[config.mk]
export PLATFORM = sky130hd
export DESIGN_NAME = frac_n_pll_divider_calc_top
export DESIGN_NICKNAME = d
export VERILOG_FILES = /design/src/hdl/fnpll_pkg.sv /design/src/hdl/fnpll_ctrl.sv /design/src/hdl/fnpll_dp.sv /design/src/hdl/frac_n_pll_divider_calc_top.sv
export SDC_FILE = /design/constraint.sdc
export NUM_CORES = 2
export LEC_CHECK = 0
export BUFFER_PORTS_ARGS = -buffer_cell sky130_fd_sc_hd__buf_2
export CORE_MARGIN = 2
export CORE_UTILIZATION = 59
export DETAILED_ROUTE_END_ITERATION = 12
export PLACE_DENSITY = 0.9
export SETUP_SLACK_MARGIN = 0.5
export SYNTH_ARGS = -nofsm -noshare
export SYNTH_HDL_FRONTEND = slang
export SYNTH_SLANG_ARGS = --single-unit
[constraint.sdc]
create_clock -name clk -period 6.9 [get_ports clk]
set_clock_uncertainty 0.05 [all_clocks]
set_input_delay 1.035 -clock clk [delete_from_list [all_inputs] [get_ports clk]]
set_output_delay 1.035 -clock clk [all_outputs]
set_load 0.02 [all_outputs]
[src/hdl/fnpll_pkg.sv]
`timescale 1ns / 1ps

package fnpll_pkg;

	// Field widths fixed by the register map and result word
	localparam int PFD_W       = 28;
	localparam int PFD_EFF_W   = 32;  // pfd_internal * prescaler
	localparam int PRE_W       = 4;
	localparam int DEN_W       = 25;
	localparam int N_W         = 16;
	localparam int NUM_W       = 24;
	localparam int DH_W        = 8;
	localparam int DL_W        = 16;
	localparam int DIV1_SEL_W  = 2;
	localparam int DIV2_SEL_W  = 3;
	localparam int CFG_IDX_W   = 3;

	// Fraction quotient is below den, so DEN_W quotient bits suffice
	localparam int NUM_STEPS   = DEN_W;
	localparam int PROD_W      = PFD_EFF_W + DEN_W;

	localparam logic [DIV1_SEL_W-1:0] DIV1_LAST = 2'd3;
	localparam logic [DIV2_SEL_W-1:0] DIV2_LAST = 3'd6;

	// Register indexes
	localparam logic [CFG_IDX_W-1:0] REG_PFD_INT   = 3'd0;
	localparam logic [CFG_IDX_W-1:0] REG_PFD_EXT   = 3'd1;
	localparam logic [CFG_IDX_W-1:0] REG_PRESCALER = 3'd2;
	localparam logic [CFG_IDX_W-1:0] REG_DEN       = 3'd3;
	localparam logic [CFG_IDX_W-1:0] REG_VCO_MIN   = 3'd4;
	localparam logic [CFG_IDX_W-1:0] REG_VCO_MAX   = 3'd5;

	// Reset values
	localparam logic [PFD_W-1:0] RST_PFD_INT   = 28'd84000000;
	localparam logic [PFD_W-1:0] RST_PFD_EXT   = 28'd16800000;
	localparam logic [PRE_W-1:0] RST_PRESCALER = 4'd2;
	localparam logic [DEN_W-1:0] RST_DEN       = 25'd1048576;
	localparam logic [63:0]      RST_VCO_MIN   = 64'd4200000000;
	localparam logic [63:0]      RST_VCO_MAX   = 64'd5520000000;

	typedef struct packed {
		logic load;          // capture request word
		logic search_step;   // test one divider pair
		logic div_load_n;    // start vco / pfd
		logic div_step;      // one restoring-division bit
		logic mul;           // remainder * den, latch N
		logic div_load_num;  // start fraction division
		logic fin;           // latch result word
	} cmd_t;

	typedef struct packed {
		logic hit;
		logic last_cand;
		logic pfd_zero;
	} sts_t;

endpackage

[src/hdl/fnpll_ctrl.sv]
`timescale 1ns / 1ps

module fnpll_ctrl
	import fnpll_pkg::*;
#(
	parameter int FREQ_WIDTH = 33
) (
	input  logic clk,
	input  logic arst_n,
	input  logic start,
	input  logic use_internal_vco,
	input  sts_t sts,
	output cmd_t cmd,
	output logic busy,
	output logic done
);

	localparam int CNT_W = $clog2(FREQ_WIDTH + 1);

	localparam logic [2:0] S_IDLE   = 3'd0;
	localparam logic [2:0] S_SEARCH = 3'd1;
	localparam logic [2:0] S_PREP   = 3'd2;
	localparam logic [2:0] S_DIVN   = 3'd3;
	localparam logic [2:0] S_MUL    = 3'd4;
	localparam logic [2:0] S_LOADF  = 3'd5;
	localparam logic [2:0] S_DIVF   = 3'd6;
	localparam logic [2:0] S_FIN    = 3'd7;

	logic [2:0]       state_q, state_d;
	logic [CNT_W-1:0] cnt_q, cnt_d;
	logic             done_q, done_d;

	always_ff @(posedge clk or negedge arst_n) begin
		if (!arst_n) begin
			state_q <= S_IDLE;
			cnt_q   <= '0;
			done_q  <= 1'b0;
		end else begin
			state_q <= state_d;
			cnt_q   <= cnt_d;
			done_q  <= done_d;
		end
	end

	always_comb begin
		state_d = state_q;
		cnt_d   = cnt_q;
		done_d  = 1'b0;
		cmd     = '0;
		case (state_q)
			S_IDLE: begin
				if (start) begin
					cmd.load = 1'b1;
					state_d  = use_internal_vco ? S_SEARCH : S_PREP;
				end
			end
			S_SEARCH: begin
				cmd.search_step = 1'b1;
				if (sts.hit || sts.last_cand) begin
					state_d = S_PREP;
				end
			end
			S_PREP: begin
				if (sts.pfd_zero) begin
					state_d = S_FIN;
				end else begin
					cmd.div_load_n = 1'b1;
					cnt_d          = CNT_W'(FREQ_WIDTH - 1);
					state_d        = S_DIVN;
				end
			end
			S_DIVN: begin
				cmd.div_step = 1'b1;
				if (cnt_q == '0) begin
					state_d = S_MUL;
				end else begin
					cnt_d = cnt_q - 1'b1;
				end
			end
			S_MUL: begin
				cmd.mul = 1'b1;
				state_d = S_LOADF;
			end
			S_LOADF: begin
				cmd.div_load_num = 1'b1;
				cnt_d            = CNT_W'(NUM_STEPS - 1);
				state_d          = S_DIVF;
			end
			S_DIVF: begin
				cmd.div_step = 1'b1;
				if (cnt_q == '0) begin
					state_d = S_FIN;
				end else begin
					cnt_d = cnt_q - 1'b1;
				end
			end
			S_FIN: begin
				cmd.fin = 1'b1;
				done_d  = 1'b1;
				state_d = S_IDLE;
			end
			default: begin
				state_d = S_IDLE;
			end
		endcase
	end

	assign busy = (state_q != S_IDLE);
	assign done = done_q;

endmodule

[src/hdl/fnpll_dp.sv]
`timescale 1ns / 1ps

module fnpll_dp
	import fnpll_pkg::*;
#(
	parameter int FREQ_WIDTH = 33
) (
	input  logic                  clk,
	input  logic                  arst_n,
	input  cmd_t                  cmd,
	output sts_t                  sts,
	input  logic                  use_internal_vco,
	input  logic [FREQ_WIDTH-1:0] out_freq_hz,
	input  logic [PFD_W-1:0]      pfd_internal,
	input  logic [PFD_W-1:0]      pfd_external,
	input  logic [PRE_W-1:0]      prescaler,
	input  logic [DEN_W-1:0]      den,
	input  logic [FREQ_WIDTH-1:0] vco_min,
	input  logic [FREQ_WIDTH-1:0] vco_max,
	output logic                  divider_found,
	output logic [DIV1_SEL_W-1:0] chdiv1_index,
	output logic [DIV2_SEL_W-1:0] chdiv2_index,
	output logic [FREQ_WIDTH-1:0] vco_freq_hz,
	output logic [N_W-1:0]        pll_n,
	output logic [NUM_W-1:0]      pll_num,
	output logic [DH_W-1:0]       den_high,
	output logic [DL_W-1:0]       den_low
);

	localparam int BASE_W = FREQ_WIDTH + 3;   // freq * 7
	localparam int CAND_W = FREQ_WIDTH + 9;   // freq * 7 * 64
	localparam int DVD_W  = FREQ_WIDTH;       // >= NUM_STEPS over the range

	// search
	logic [FREQ_WIDTH-1:0] freq_q;
	logic [BASE_W-1:0]     base_q;
	logic [DIV1_SEL_W-1:0] i_q;
	logic [DIV2_SEL_W-1:0] j_q;
	logic [CAND_W-1:0]     cand;
	logic                  hit;

	// kept across words
	logic [FREQ_WIDTH-1:0] last_vco_q;
	logic [DIV1_SEL_W-1:0] last_div1_q;
	logic [DIV2_SEL_W-1:0] last_div2_q;
	logic                  found_q;

	// divider
	logic [PFD_EFF_W-1:0]  pfd_eff_q;
	logic [PFD_EFF_W-1:0]  rem_q;
	logic [DVD_W-1:0]      rq_q;
	logic [PFD_EFF_W:0]    trial;
	logic [PFD_EFF_W:0]    diff;
	logic                  ge;
	logic [PROD_W-1:0]     prod_q;
	logic [N_W-1:0]        n_q;

	// den split
	logic [DEN_W-17:0]     den_top;
	logic [DEN_W-17:0]     den_top_m1;
	logic [DH_W-1:0]       dh;
	logic [DL_W-1:0]       dl;

	assign cand = CAND_W'(base_q) << j_q;
	assign hit  = (cand > CAND_W'(vco_min)) && (cand < CAND_W'(vco_max));

	assign sts.hit       = hit;
	assign sts.last_cand = (i_q == DIV1_LAST) && (j_q == DIV2_LAST);
	assign sts.pfd_zero  = (pfd_eff_q == '0);

	assign trial = {rem_q, rq_q[DVD_W-1]};
	assign diff  = trial - {1'b0, pfd_eff_q};
	assign ge    = (trial >= {1'b0, pfd_eff_q});

	assign den_top    = den[DEN_W-1:16];
	assign den_top_m1 = den_top - 1'b1;

	always_comb begin
		if (den_top == '0) begin
			dh = '0;
			dl = den[DL_W-1:0];
		end else begin
			dh = den_top_m1[DEN_W-17] ? {DH_W{1'b1}} : den_top_m1[DH_W-1:0];
			dl = {DL_W{1'b1}};
		end
	end

	// stored VCO choice and hit flag
	always_ff @(posedge clk or negedge arst_n) begin
		if (!arst_n) begin
			last_vco_q  <= '0;
			last_div1_q <= '0;
			last_div2_q <= '0;
			found_q     <= 1'b0;
		end else if (cmd.load) begin
			found_q <= !use_internal_vco;
			if (!use_internal_vco) begin
				last_vco_q <= out_freq_hz;
			end
		end else if (cmd.search_step && hit) begin
			last_vco_q  <= cand[FREQ_WIDTH-1:0];
			last_div1_q <= i_q;
			last_div2_q <= j_q;
			found_q     <= 1'b1;
		end
	end

	// search walk and effective PFD
	always_ff @(posedge clk) begin
		if (cmd.load) begin
			freq_q <= out_freq_hz;
			base_q <= BASE_W'(out_freq_hz) << 2;
			i_q    <= '0;
			j_q    <= '0;
			if (use_internal_vco) begin
				pfd_eff_q <= PFD_EFF_W'(pfd_internal) * PFD_EFF_W'(prescaler);
			end else begin
				pfd_eff_q <= PFD_EFF_W'(pfd_external);
			end
		end else if (cmd.search_step && !hit) begin
			if (i_q == DIV1_LAST) begin
				i_q    <= '0;
				j_q    <= j_q + 1'b1;
				base_q <= BASE_W'(freq_q) << 2;
			end else begin
				i_q    <= i_q + 1'b1;
				base_q <= base_q + BASE_W'(freq_q);
			end
		end
	end

	// shared restoring divider, remainder multiply
	always_ff @(posedge clk) begin
		if (cmd.div_load_n) begin
			rem_q <= '0;
			rq_q  <= last_vco_q;
		end else if (cmd.div_load_num) begin
			rem_q <= prod_q[PROD_W-1:NUM_STEPS];
			rq_q  <= {prod_q[NUM_STEPS-1:0], {(DVD_W-NUM_STEPS){1'b0}}};
		end else if (cmd.div_step) begin
			rem_q <= ge ? diff[PFD_EFF_W-1:0] : trial[PFD_EFF_W-1:0];
			rq_q  <= {rq_q[DVD_W-2:0], ge};
		end
		if (cmd.mul) begin
			prod_q <= PROD_W'(rem_q) * PROD_W'(den);
			n_q    <= (|rq_q[DVD_W-1:N_W]) ? {N_W{1'b1}} : rq_q[N_W-1:0];
		end
	end

	// result word
	always_ff @(posedge clk) begin
		if (cmd.fin) begin
			divider_found <= found_q;
			chdiv1_index  <= last_div1_q;
			chdiv2_index  <= last_div2_q;
			vco_freq_hz   <= last_vco_q;
			den_high      <= dh;
			den_low       <= dl;
			if (sts.pfd_zero) begin
				pll_n   <= {N_W{1'b1}};
				pll_num <= '0;
			end else begin
				pll_n   <= n_q;
				pll_num <= rq_q[NUM_STEPS-1] ? {NUM_W{1'b1}} : rq_q[NUM_W-1:0];
			end
		end
	end

endmodule

[src/hdl/frac_n_pll_divider_calc_top.sv]
`timescale 1ns / 1ps

// Fractional-N PLL divider calculator. Pulse start with a word (target
// frequency and VCO mode) while busy is low; the word is taken on that edge
// and busy rises. With the internal VCO the block walks the 28 output
// divider pairs (chdiv2 outer, chdiv1 inner), one pair per cycle, and keeps
// the first whose VCO frequency lies strictly inside the limits; on a miss
// the previous VCO choice is reused and divider_found is 0. It then divides
// the VCO frequency by the effective PFD with a shared 1-bit-per-cycle
// restoring divider, multiplies the remainder by den and divides again for
// the numerator; a zero effective PFD skips the divisions. The result word
// is registered onto the output ports in the cycle that done is high, and
// holds until the next result; done is high for a single cycle, and busy
// falls in that same cycle; there is no way to hold the result off, so
// capture it on done. Registers are written through cfg_wr_en / cfg_index /
// cfg_data; the user must write them while the block is idle only, as the
// block itself does not enforce it.
module frac_n_pll_divider_calc_top
	import fnpll_pkg::*;
#(
	parameter int FREQ_WIDTH = 33
) (
	input  logic                  clk,
	input  logic                  arst_n,
	// command
	input  logic                  start,
	output logic                  busy,
	input  logic                  use_internal_vco,
	input  logic [FREQ_WIDTH-1:0] out_freq_hz,
	// configuration write port
	input  logic                  cfg_wr_en,
	input  logic [CFG_IDX_W-1:0]  cfg_index,
	input  logic [FREQ_WIDTH-1:0] cfg_data,
	// result word
	output logic                  done,
	output logic                  divider_found,
	output logic [DIV1_SEL_W-1:0] chdiv1_index,
	output logic [DIV2_SEL_W-1:0] chdiv2_index,
	output logic [FREQ_WIDTH-1:0] vco_freq_hz,
	output logic [N_W-1:0]        pll_n,
	output logic [NUM_W-1:0]      pll_num,
	output logic [DH_W-1:0]       den_high,
	output logic [DL_W-1:0]       den_low
);

	// Config registers
	logic [PFD_W-1:0]      pfd_internal_q;
	logic [PFD_W-1:0]      pfd_external_q;
	logic [PRE_W-1:0]      prescaler_q;
	logic [DEN_W-1:0]      den_q;
	logic [FREQ_WIDTH-1:0] vco_min_q;
	logic [FREQ_WIDTH-1:0] vco_max_q;

	cmd_t cmd;
	sts_t sts;

	always_ff @(posedge clk or negedge arst_n) begin
		if (!arst_n) begin
			pfd_internal_q <= RST_PFD_INT;
			pfd_external_q <= RST_PFD_EXT;
			prescaler_q    <= RST_PRESCALER;
			den_q          <= RST_DEN;
			vco_min_q      <= RST_VCO_MIN[FREQ_WIDTH-1:0];
			vco_max_q      <= RST_VCO_MAX[FREQ_WIDTH-1:0];
		end else if (cfg_wr_en) begin
			case (cfg_index)
				REG_PFD_INT:   pfd_internal_q <= cfg_data[PFD_W-1:0];
				REG_PFD_EXT:   pfd_external_q <= cfg_data[PFD_W-1:0];
				REG_PRESCALER: prescaler_q    <= cfg_data[PRE_W-1:0];
				REG_DEN:       den_q          <= cfg_data[DEN_W-1:0];
				REG_VCO_MIN:   vco_min_q      <= cfg_data;
				REG_VCO_MAX:   vco_max_q      <= cfg_data;
				default: begin
					// unmapped index: write dropped
				end
			endcase
		end
	end

	// Sequencer: search, divide, multiply, divide, publish
	fnpll_ctrl #(
		.FREQ_WIDTH(FREQ_WIDTH)
	) u_ctrl (
		.clk              (clk),
		.arst_n           (arst_n),
		.start            (start),
		.use_internal_vco (use_internal_vco),
		.sts              (sts),
		.cmd              (cmd),
		.busy             (busy),
		.done             (done)
	);

	// Datapath: search walker, shared divider, multiplier, result registers
	fnpll_dp #(
		.FREQ_WIDTH(FREQ_WIDTH)
	) u_dp (
		.clk              (clk),
		.arst_n           (arst_n),
		.cmd              (cmd),
		.sts              (sts),
		.use_internal_vco (use_internal_vco),
		.out_freq_hz      (out_freq_hz),
		.pfd_internal     (pfd_internal_q),
		.pfd_external     (pfd_external_q),
		.prescaler        (prescaler_q),
		.den              (den_q),
		.vco_min          (vco_min_q),
		.vco_max          (vco_max_q),
		.divider_found    (divider_found),
		.chdiv1_index     (chdiv1_index),
		.chdiv2_index     (chdiv2_index),
		.vco_freq_hz      (vco_freq_hz),
		.pll_n            (pll_n),
		.pll_num          (pll_num),
		.den_high         (den_high),
		.den_low          (den_low)
	);

endmodule

==> flow_summary.ini <==
[die]
placement_rows = 114
pin_count = 179
initial_core_utilization = 0.5944
die_area_um2 = 99650
die_height_um = 315.7
core_area_um2 = 96420
die_w_um = 315.7

[sta]
hold_ws_ns = 0.3209
fin_tns_setup_ns = -3.317
tmin_final_ns = 7.201
final_min_period_over_clock_period = 1.044
slew_viol_final = 0
worst_slew_margin_rel = 0.1285
finalSetupViolations = 25
fmax_achieved_mhz = 138.9
layout_setup_ws_ns = -0.3007
worst_slew_pin_slew_ns = 1.307
rsz0062_at_grt = yes
timing.final.hold_violations = 0

[route]
ant_nets = 0
detail_route.wirelength_um = 179400
post_drt_wl_per_cell_um = 23.79
detailroute.via_count = 47132
drt-initial-drc-count = 5375
vias_per_cell = 6.251
post-route-drc-count = 0
dr.pass1.iters = 11

[synth]
syn-instance-count = 5936
syn_nets = 7119
synth_top_area_cells = fa_1 (26%), edfxtp_1 (16%), ha_1 (8.0%)
synthesized_flop_and_latch_total = 547
synth_simple_gate_area_share = 0.1530
synthMuxAreaShare = 0.04936
combinational_family_with_the_most_area_after_synthesis = adder cells
syn-cell-area_um2 = 57320
synthAdderAreaFrac = 0.3393
synth_area_leader_cell = fa_1
synth-edff-count = 307
asyncSetResetFlopFracSynth = 0.3656
syn_area_per_cell_um2 = 9.656
synthesized_area_fraction_occupied_by_ao_oa_aoi_and_oai_cells = 0.08974
synth_ff_type = edfxtp_1
yosys.area.top_type_share = 0.2588
seq_area_frac_synth = 0.2630
synth_cell_type_count = 95
synth_area_in_xor_xnor = 0.02093
number_of_synthesis_warnings = 0

[placement]
place.port_buffers = 178
pre_cts_slack_ns = -0.1968
gpl.final_weighted_congestion = 0.9898
dp.cells = 7365
post-dp-hpwl_um = 128200

[hold_path]
hp-class = primary input to asynchronous set/reset pin

[clock_tree]
clk_path_buf_depth = 3
numCtsBuffers = 56
cts_tree = built
cts.sinks = 547
clock_edge_transition_at_the_registers_on_the_reported_setup_and_hold_paths_ns = 0.07
cts-hold-fix-buffers = 0
cts_root_buf = clkbuf_16
clock_latency_ns = 0.67
htree_num_levels = 2

[critical_path]
worstSetupEndpointType = flop
setup.worst_path.class = flop to flop
worstPathRequired_ns = 7.32
worst_ep_arrival_time_ns = 7.62
timing.critical_path.from_type = flop
register_to_register_setup_slack_ns = -0.30
maximum_fanout_count_along_the_critical_path = 5

[grt]
grt_overflow = 0
antenna_found_initial = 9
maximum_number_of_pins_on_one_net_before_global_route_repair = 81
grt_util_all_layers = 0.3461
grt_pass1_vias = 48419
grt_pass1_wl_um = 266300

[final_layout]
nets = 7395
syn_to_final_growth_pct = 14.44
final_instance_count_without_filler_cells = 7540
post_route_cells_drive_above_1_share = 0.1887

[run]
max-cap-violations = 0

[status]
outcome = complete, but fails checks
failed_checks = negative setup slack
cell usage after synthesis (26+ instances only):
master and count:
a31oi_1 55, clkbuf_1 313, dfstp_2 38, nand4_1 30
nor3_1 29, xor2_1 50, dfxtp_1 40, nand2b_1 31
inv_1 925, nand3_1 55, a21oi_1 208, o21bai_1 28
fa_1 741, and2_1 464, edfxtp_1 307, a211oi_1 50
xnor2_1 87, mux2_2 147, nand2_1 818, o21ai_1 34
or2_2 26, o21ai_0 176, nor2_1 240, ha_1 368
a21o_1 100, mux2i_1 70, dfrtp_1 162
kinds of logic after synthesis:
| logic type | Yosys count |
|---|---|
| xor gates and xnor gates | 137 |
| DFF | 547 |
| adders and majority gates | 1110 |
| muxes | 238 |
| AOI/OAI and AO/OA | 810 |
| and+or+nand+nor | 1823 |
| buffers and inverters | 1271 |
metrics by stage:
| stage | instance area, um2 | utilization |
|---|---|---|
| finish | 65590 | 0.6803 |
| global route | 65590 | 0.6802 |
| CTS | 64610 | 0.6700 |
| detailed placement | 61790 | 0.6408 |
| global placement | 61790 | 0.6408 |
| floorplan | 58430 | - |
sequential cells by signal, summed over array words and instances (netlist names), 4 cells and up:
register	flops
u_dp.den_low	16
pfd_external_q	28
u_dp.pll_num	24
u_dp.rem_q	32
pfd_internal_q	28
u_dp.den_high	8
u_dp.rq_q	33
u_dp.pll_n	16
u_dp.base_q	36
u_dp.n_q	16
u_dp.prod_q	57
u_dp.pfd_eff_q	32
u_dp.last_vco_q	33
prescaler_q	4
vco_min_q	33
u_dp.vco_freq_hz	33
u_dp.freq_q	33
u_ctrl.cnt_q	6
vco_max_q	33
den_q	25
placed cells by master, fill, tap and decap left out, types with 76 or more instances in the layout:
master and count:
buf_4 286, o21ai_0 163, fa_1 705, a21o_1 99
ha_1 340, nand2_1 803, a21oi_1 182, buf_2 177
xnor2_1 76, edfxtp_1 307, inv_1 894, and2_1 432
nor2_1 233, dfrtp_1 157, mux2_2 147
final cells by class:
cell class | count | area, um2
flip-flops and latches | 547 | 15100
clock inverters | 23 | 267.8
inverters | 926 | 3478
repair buffers | 563 | 4791
diodes | 4 | 10.01
fillers | 6345 | 30830
clock buffers | 83 | 1657
multi-input cells | 4118 | 38690
well taps | 1276 | 1597
worst paths after layout:
path / from / end / cells past startpoint
worst max register to register: den_q[1] / u_dp.prod_q[51] / 26
worst max-delay path: den_q[1] / u_dp.prod_q[51] / 26
worst min-delay path: arst_n / vco_min_q[24] / 1
max in group asynchronous: arst_n / den_q[1] / 2
min in group clk: u_dp.prod_q[40] / u_dp.rem_q[15] / 1
worst min register to register: u_dp.prod_q[40] / u_dp.rem_q[15] / 1
repair_timing:
item                       4_1_cts  5_1_grt
gates cloned                     4        5
buffers inserted                18       38
pin swaps                       51       97
setup endpoints to repair       39       40
resized for setup              138      132
critical path, cell delays in order, from the launching register on:
cell,delay [ns]
dfrtp_2,0.47
buf_6,0.14
buf_6,0.12
buf_16,0.12
and2_4,0.15
fa_1,0.54
inv_2,0.04
fa_1,0.54
inv_2,0.04
fa_1,0.49
ha_2,0.17
inv_2,0.04
fa_1,0.52
inv_2,0.06
fa_2,0.56
fa_1,0.45
ha_4,0.32
and4_4,0.24
nand2_4,0.06
or3b_4,0.41
a21oi_4,0.30
nand4bb_1,0.20
a21oi_2,0.11
a21oi_2,0.20
and3_4,0.25
nor2_2,0.08
xnor2_1,0.28
metal layers:
metal / vias up / wire (um) / GRT usage
li1: 19632 / - / -
met1: 23004 / 61020 / 0.4276
met2: 3431 / 83750 / 0.5627
met3: 1055 / 20680 / 0.07163
met4: 10 / 13820 / 0.2094
met5: - / 73 / 0
Power is not shown: default switching activity piles up to over one toggle a cycle in this logic, so the estimate is an artifact.
